**src/rtl/core/elevator_stop_planner_unit_macros.svh**
```systemverilog
// Assertion macros shared by the stop planner RTL
`ifndef ELEVATOR_STOP_PLANNER_UNIT_MACROS_SVH
`define ELEVATOR_STOP_PLANNER_UNIT_MACROS_SVH

// same-cycle implication
`define ESP_ASSERT_IMP(lbl, ante, cons) \
    lbl: assert property (@(posedge i_clk) disable iff (!i_rst_n) (ante) |-> (cons)) \
        else $error("esp assertion failed");

// next-cycle implication
`define ESP_ASSERT_NXT(lbl, ante, cons) \
    lbl: assert property (@(posedge i_clk) disable iff (!i_rst_n) (ante) |=> (cons)) \
        else $error("esp assertion failed");

`endif

```
**src/rtl/core/esp_pkg.sv**
```systemverilog
// Constants and shared types of the elevator stop planner
package esp_pkg;

    localparam int FLOORS = 127;
    localparam int RIDERS = 32;
    localparam int STOPS  = 16;

    localparam int FLOOR_W = 7;
    localparam int RIDER_W = 5;
    localparam int TOTAL_W = 6;
    localparam int STOP_W  = 5;
    localparam int COL_W   = 4;
    localparam int CNT_W   = 6;
    localparam int WSUM_W  = 12;
    localparam int COST_W  = 16;
    localparam int CALC_W  = 18;
    localparam int MEM_AW  = COL_W + FLOOR_W;
    localparam int PADDR_W = 3;
    localparam int PDATA_W = 32;

    localparam logic [FLOOR_W-1:0] TOP_FLOOR  = FLOOR_W'(FLOORS);
    localparam logic [TOTAL_W-1:0] RIDER_CAP  = TOTAL_W'(RIDERS);
    localparam logic [STOP_W-1:0]  STOP_MAX   = STOP_W'(STOPS);
    localparam logic [STOP_W-1:0]  STOP_RESET = STOP_W'(1);

    typedef struct packed {
        logic                in_take;
        logic                pre_clear;
        logic                pre_step;
        logic                pre_write;
        logic                row_load;
        logic                k_issue;
        logic                cell_write;
        logic                bt_start;
        logic                bt_read;
        logic                bt_take;
        logic                asg_first;
        logic                asg_step;
        logic                clear_total;
        logic [FLOOR_W-1:0]  f;
        logic [FLOOR_W-1:0]  k;
        logic [RIDER_W-1:0]  r;
        logic [STOP_W-1:0]   j;
    } t_cmd;

    typedef struct packed {
        logic [TOTAL_W-1:0]  total;
        logic [FLOOR_W-1:0]  stop;
    } t_stat;

endpackage

```
**src/rtl/core/esp_ctrl.sv**
```systemverilog
// Sequencer for load, prefix build, DP sweep, backtrack and result issue
`include "elevator_stop_planner_unit_macros.svh"

module esp_ctrl (
    input  logic                         i_clk,
    input  logic                         i_rst_n,
    input  logic                         i_in_valid,
    input  logic                         i_in_last,
    input  logic                         i_out_ready,
    input  logic [esp_pkg::STOP_W-1:0]   i_n,
    input  esp_pkg::t_stat               i_stat,
    output esp_pkg::t_cmd                o_cmd,
    output logic                         o_in_ready,
    output logic                         o_out_valid,
    output logic                         o_out_last
);

    localparam logic [3:0] S_IDLE = 4'd0;
    localparam logic [3:0] S_PRE  = 4'd1;
    localparam logic [3:0] S_ROWI = 4'd2;
    localparam logic [3:0] S_ROWL = 4'd3;
    localparam logic [3:0] S_K    = 4'd4;
    localparam logic [3:0] S_KD   = 4'd5;
    localparam logic [3:0] S_WR   = 4'd6;
    localparam logic [3:0] S_BT   = 4'd7;
    localparam logic [3:0] S_BTR  = 4'd8;
    localparam logic [3:0] S_BTW  = 4'd9;
    localparam logic [3:0] S_AF   = 4'd10;
    localparam logic [3:0] S_AJ   = 4'd11;
    localparam logic [3:0] S_OUT  = 4'd12;

    logic [3:0]                   r_state, n_state;
    logic [esp_pkg::FLOOR_W-1:0]  r_f, n_f, r_k, n_k;
    logic [esp_pkg::RIDER_W-1:0]  r_r, n_r;
    logic [esp_pkg::STOP_W-1:0]   r_j, n_j;
    logic                         last_r;

    assign last_r = ({1'b0, r_r} == i_stat.total - esp_pkg::TOTAL_W'(1));

    always_comb begin
        n_state = r_state;
        n_f     = r_f;
        n_k     = r_k;
        n_r     = r_r;
        n_j     = r_j;
        o_cmd   = '0;
        o_cmd.f = r_f;
        o_cmd.k = r_k;
        o_cmd.r = r_r;
        o_cmd.j = r_j;
        o_in_ready  = 1'b0;
        o_out_valid = 1'b0;
        o_out_last  = last_r;
        unique case (r_state)
            S_IDLE: begin
                o_in_ready = 1'b1;
                if (i_in_valid) begin
                    o_cmd.in_take = 1'b1;
                    if (i_in_last) begin
                        o_cmd.pre_clear = 1'b1;
                        n_f = '0;
                        n_r = '0;
                        n_state = S_PRE;
                    end
                end
            end
            S_PRE: begin
                o_cmd.pre_step = 1'b1;
                if (last_r) begin
                    o_cmd.pre_write = 1'b1;
                    n_r = '0;
                    if (r_f == esp_pkg::TOP_FLOOR) begin
                        n_f = '0;
                        n_j = esp_pkg::STOP_W'(1);
                        n_state = S_ROWI;
                    end else begin
                        n_f = r_f + 1'b1;
                    end
                end else begin
                    n_r = r_r + 1'b1;
                end
            end
            S_ROWI: begin
                n_state = S_ROWL;
            end
            S_ROWL: begin
                o_cmd.row_load = 1'b1;
                n_k = '0;
                n_state = S_K;
            end
            S_K: begin
                o_cmd.k_issue = 1'b1;
                if (r_k == r_f) begin
                    n_state = S_KD;
                end else begin
                    n_k = r_k + 1'b1;
                end
            end
            S_KD: begin
                n_state = S_WR;
            end
            S_WR: begin
                o_cmd.cell_write = 1'b1;
                if (r_f == esp_pkg::TOP_FLOOR) begin
                    n_f = '0;
                    if (r_j == i_n) begin
                        n_state = S_BT;
                    end else begin
                        n_j = r_j + 1'b1;
                        n_state = S_ROWI;
                    end
                end else begin
                    n_f = r_f + 1'b1;
                    n_state = S_ROWI;
                end
            end
            S_BT: begin
                o_cmd.bt_start = 1'b1;
                n_j = i_n - esp_pkg::STOP_W'(1);
                n_r = '0;
                n_state = (i_n == esp_pkg::STOP_W'(1)) ? S_AF : S_BTR;
            end
            S_BTR: begin
                o_cmd.bt_read = 1'b1;
                n_state = S_BTW;
            end
            S_BTW: begin
                o_cmd.bt_take = 1'b1;
                if (r_j == esp_pkg::STOP_W'(1)) begin
                    n_r = '0;
                    n_state = S_AF;
                end else begin
                    n_j = r_j - 1'b1;
                    n_state = S_BTR;
                end
            end
            S_AF: begin
                o_cmd.asg_first = 1'b1;
                n_j = esp_pkg::STOP_W'(1);
                n_state = S_AJ;
            end
            S_AJ: begin
                if (r_j < i_n) begin
                    o_cmd.asg_step = 1'b1;
                    n_j = r_j + 1'b1;
                end else begin
                    n_state = S_OUT;
                end
            end
            S_OUT: begin
                o_out_valid = 1'b1;
                if (i_out_ready) begin
                    if (last_r) begin
                        o_cmd.clear_total = 1'b1;
                        n_state = S_IDLE;
                    end else begin
                        n_r = r_r + 1'b1;
                        n_state = S_AF;
                    end
                end
            end
            default: begin
                n_state = S_IDLE;
            end
        endcase
    end

    always_ff @(posedge i_clk) begin
        if (!i_rst_n) begin
            r_state <= S_IDLE;
            r_f     <= '0;
            r_k     <= '0;
            r_r     <= '0;
            r_j     <= '0;
        end else begin
            r_state <= n_state;
            r_f     <= n_f;
            r_k     <= n_k;
            r_r     <= n_r;
            r_j     <= n_j;
        end
    end

    `ESP_ASSERT_IMP(a_k_in_row, r_state == S_K, r_k <= r_f)
    `ESP_ASSERT_IMP(a_col_range, r_state == S_WR, r_j >= 5'd1 && r_j <= i_n)
    `ESP_ASSERT_IMP(a_no_overlap, o_in_ready, !o_out_valid)
    `ESP_ASSERT_NXT(a_batch_end, o_out_valid && i_out_ready && o_out_last,
                    r_state == S_IDLE && i_stat.total == '0)

endmodule

```
**config.mk**
```make
export PLATFORM = sky130hd
export DESIGN_NAME = esp_ctrl
export DESIGN_NICKNAME = d
export VERILOG_FILES = /design/src/rtl/core/esp_pkg.sv /design/src/rtl/core/esp_ctrl.sv
export VERILOG_INCLUDE_DIRS = /design/src /design/src/rtl/core
export SDC_FILE = /design/constraint.sdc
export NUM_CORES = 1
export LEC_CHECK = 0
export BUFFER_PORTS_ARGS = -buffer_cell sky130_fd_sc_hd__buf_2
export CAP_MARGIN = 5
export CORE_UTILIZATION = 35
export DETAILED_ROUTE_END_ITERATION = 12
export PLACE_DENSITY = 0.63
export SYNTH_ARGS = -nofsm -noshare
export SYNTH_HDL_FRONTEND = slang
export SYNTH_SLANG_ARGS = --single-unit
```
**constraint.sdc**
```tcl
create_clock -name i_clk -period 3.2 [get_ports i_clk]
set_input_delay 0.64 -clock i_clk [delete_from_list [all_inputs] [get_ports i_clk]]
set_output_delay 0.64 -clock i_clk [all_outputs]
set_load 0.01 [all_outputs]
```
# [Yosys cells after proc, flatten, opt, wreduce, memory -nomap -nowiden]
# Index checks and enable logic that the tools add are counted.
[op_classes] n_addsub=7 mul=0 div_mod_pow=0 order_cmp=1 eq_ne=32 shift=0 n_mux=52 n_bitwise=0 reduce_logical=10
[op_table] operator="2-to-1 mux 5 bit" count=12
[op_table] operator="one-hot mux 4 bit (13 select lines)" count=1
[op_table] operator="2-to-1 mux 4 bit" count=9
[op_table] operator="2-to-1 mux 7 bit" count=5
[op_table] operator="one-hot mux 5 bit (6 select lines)" count=1
[op_table] operator="inequality test 2 bit (second input constant)" count=14
[op_table] operator="one-hot mux 5 bit (5 select lines)" count=1
[op_table] operator="one-hot mux 7 bit (3 select lines)" count=1
[op_table] operator="equality test 4 bit (second input constant)" count=5
[op_table] operator="equality test 4 x 3 -> 1 bit (second input constant)" count=4
[op_table] operator="2-to-1 mux 1 bit" count=15
[op_table] operator="adder 7 x 1 -> 7 bit (second input constant)" count=2
[op_table] operator="one-hot mux 7 bit (2 select lines)" count=1
[op_table] operator="AND reduction 7 bit" count=2
[op_table] operator="adder 5 x 1 -> 5 bit (second input constant)" count=2
[op_table] operator="equality test 5 x 1 -> 1 bit (second input constant)" count=2
[op_table] operator="2-to-1 mux 2 bit" count=5
[op_table] operator="subtractor 5 x 1 -> 5 bit (second input constant)" count=2
[op_table] operator="equality test 4 x 2 -> 1 bit (second input constant)" count=2
[op_table] operator="equality test 7 bit" count=1
[op_table] operator="equality test 7 bit (second input constant)" count=1
[op_table] operator="equality test 5 x 6 -> 1 bit" count=1
[op_table] operator="AND reduction 6 bit" count=1
[op_table] operator="nonzero test 6 bit" count=1
[op_table] operator="11 further kinds" count=11
[word_totals] reg_bits=28 latchBits=0 ramBits=0 rom_bits=0 input_bits=23 word_cells=107 mem_count=0

# [Logic depth before layout (Yosys ltp)]
[logic_depth] ltp_word=5 ltp_mapped=9

# [Worst setup path before layout]
# No wires, ideal clock.
[synth_path] kind="input to output" from="input i_stat[7] (netlist name)" to="output o_cmd[24] (netlist name)" arrival_time_ps=2058 required_ps=2560 path_slack_ps=502 path_stages=8 path_buffers=0 path_cell_list="inv_1 -> ha_1 -> xnor2_1 -> a311oi_2 -> and4_4 -> nand2_1 -> inv_1 -> and3_1"
[synth_lines] item="start: declaration" line_no="esp_ctrl.sv:11" source="input esp_pkg::t_stat i_stat,"
[synth_lines] item="end: declaration" line_no="esp_ctrl.sv:12" source="output esp_pkg::t_cmd o_cmd,"

==> flow_metrics.tcl <==
set metrics [dict create \
    relSlewSlack_pct 50.2 \
    synth_fp_nets 342 \
    clkSlewWorstSetupHoldPaths_ns 0.11 \
    finClkSkew_ns 0.00793 \
    dr.pass1.iters 9 \
    critPathMaxStageDelay_ns 0.31 \
    worst_hold_slack_ns 0.542 \
    netlist_top_cells_area "dfxtp_1 23%, ha_1 7.2%, xnor2_1 4.3%, xor2_1 3.6%, nor2_1 3.5%" \
    synth_cells 305 \
    whs_path_depth 2 \
    crit_arrival_ns 2.35 \
    synth_top_area_share_pct 23.0 \
    gp_congestion 0.905 \
    io_buffers 55 \
    cts_setup_buffers 0 \
    grt_pass1_vias 2225 \
    setup_viol 0 \
    synth_top_cell_by_area "dfxtp_1" \
    criticalPathCategory "in -> out" \
    ir_drop_mv 0.156 \
    path_buf_inv 4 \
    fin_nets 388 \
    fin_crit_ns 2.99 \
    die_h_um 85.4 \
    cp.required_ns 2.56 \
    tightest_slew_ns 0.746 \
    synth_area_per_cell_um2 7.99 \
    status "finished with violations" \
    synth_edf_count 0 \
    path_delay_family "simple AND/OR/NAND/NOR gates" \
    ys_ff_latch 28 \
    worstPathMaxFanout 5 \
    start_kind "input pin" \
    core-area_um2 6760 \
    drt-initial-drc-count 322 \
    drc 2 \
    num_vias 2534 \
    ant_nets 0 \
    holdPathEnd "r_k[1]" \
    worstReg2RegStart "r_j[2]" \
    track_usage_pct 18.3 \
    fin_crit_sh_pct 93.5 \
    syn_to_final_growth_pct 15.4 \
    hp-start "r_k[1]" \
    dieWidth_um 85.4 \
    yosysWarnings 0 \
    cts_max_level 1 \
    slew_violations 0 \
    syn_area_um2 2440 \
    hold_violations 0 \
    hpwlAfterDp_mm 4.84 \
    wl_per_cell_um 15.4 \
    ctsLongestPathBuffers 2 \
    n_fill_cell 696 \
    clockRootBuffer "clkbuf_8" \
    violations "DRC" \
    async_flop_share_pct 0 \
    antenna_found_initial 0 \
    viasPerCell 5.89 \
    numClockSinks 28 \
    power_density_nw_per_um2 376 \
    cts_inserted_buffers 3 \
    fmax_mhz 334 \
    synth_cell_type_count 74 \
    clk_latency_ns 0.28 \
    placed_cell_area_um2 2740 \
    tns_ns 0 \
    design.die.area_um2 7300 \
    reg2reg_setup_slack_ns 0.59 \
    gr-total-overflow 0 \
    synthFlopType "dfxtp_1" \
    rsz0062_at_grt "false" \
    rows 30 \
    cts_resized 0 \
    drive_above_1_share_pct 22.3 \
    seq_area_frac_synth_pct 23.0 \
    r2r_end "r_j[2]" \
    hold_buffers 0 \
    cap_violations 0 \
    grt_pass1_wl_mm 11.0 \
    cts_tree "done" \
    endpoint_kind "output port" \
    start_util_pct 36.1 \
    io_pins 63 \
    startpoint "i_stat[7]" \
    fin_area_um2 2810 \
    worstRegToRegCells 6 \
    crit_chain "buf_2 > inv_1 > ha_1 > xnor2_1 > a311oi_2 > and4_4 > nand2_1 > inv_1 > and3_1 > buf_2" \
    p_leak_nw 1.20 \
    critPathSlowestCell "and4_4" \
    grt_max_degree 25 \
    insertedDiodeCount 0 \
    hold_path.class "reg -> reg" \
    wirelength_mm 6.60 \
]
==> cell families after synthesis <==
| logic type | share of synthesized area, % |
|---|---|
| fa+ha+maj | 7.19 |
| flops | 23.0 |
| compound gates | 28.0 |
| xor+xnor | 7.91 |
| simple gates | 26.5 |
| buf+inv | 6.47 |
| mux | 0.873 |
==> area by class of cell <==
cell class	count	area, um2	share of cell area, %
sequential	28	561	19.9
inverter	19	71.3	2.54
clock buffer	3	41.3	1.47
timing repair buffer	57	290	10.3
multi-input combinational	242	1720	61.1
tap	80	100	3.56
clock inverter	1	30.0	1.07
==> metal layers <==
layer / up-vias / track usage (%) / routed length [um]
li1: 1243 / - / -
met1: 1191 / 27.2 / 3140
met2: 90 / 27.9 / 3030
met3: 10 / 1.75 / 359
met4: 0 / 4.70 / 75
met5: - / 0 / 0
==> state kept, by name, indices dropped and copies added, names as in the netlist <==
| signal | flops |
|---|---|
| r_j | 5 |
| r_r | 5 |
| r_k | 7 |
| r_state | 4 |
| r_f | 7 |
==> worst max-delay path by stage <==
stage	to	slack, ns	cells past startpoint
3_5_place_dp	o_cmd[24]	0.22	10
2_1_floorplan	o_cmd[24]	0.50	8
6_report	o_cmd[24]	0.21	10
3_3_place_gp	o_cmd[24]	0.27	10
5_1_grt	o_cmd[24]	0.12	10
4_1_cts	o_cmd[24]	0.23	10
==> cells in the mapped netlist (all sizes together), types with 6 or more instances <==
master	count
nor2	23
o21ai	21
nand3	9
o31ai	6
buf	11
nand2	20
dfxtp	28
xnor2	12
inv	18
o311ai	6
ha	14
xor2	10
nor3	9
a21oi	19
==> placed cells by master, fill, tap and decap left out, types with 5 or more instances in the layout <==
| cell type | count |
|---|---|
| o31ai_1 | 6 |
| nand3b_1 | 5 |
| nor3_1 | 9 |
| o21ai_1 | 12 |
| a21oi_1 | 17 |
| nand2b_1 | 5 |
| nor2_1 | 23 |
| buf_2 | 55 |
| ha_1 | 14 |
| o21ai_0 | 9 |
| dfxtp_1 | 28 |
| nand2_1 | 20 |
| xor2_1 | 10 |
| xnor2_1 | 12 |
| nand3_1 | 9 |
| o211ai_1 | 5 |
| inv_1 | 18 |
==> power breakdown <==
group	total [mW]	switching (mW)	internal (mW)
logic	0.361	0.214	0.147
clock network	0.288	0.120	0.168
registers	0.408	0.0433	0.365
total	1.06	0.378	0.680
==> stage by stage <==
stage | utilization [%] | std cells | worst slack, ns | total power [mW]
floorplan | - | 305 | 0.502 | 0.674
global placement | 40.6 | 426 | 0.270 | 0.765
detailed placement | 40.6 | 426 | 0.221 | 0.769
CTS | 41.6 | 430 | 0.228 | 1.06
global route | 41.6 | 430 | 0.119 | 1.12
finish | 41.6 | 430 | 0.209 | 1.06
==> tightest hold or removal path: cells and delay by family, from the launching register on <==
kind               cells  cell delay, ns
and+or+nand+nor        1            0.08
AOI/OAI and AO/OA      1            0.05
DFF                    1            0.38
(Power assumes the default switching activity.)
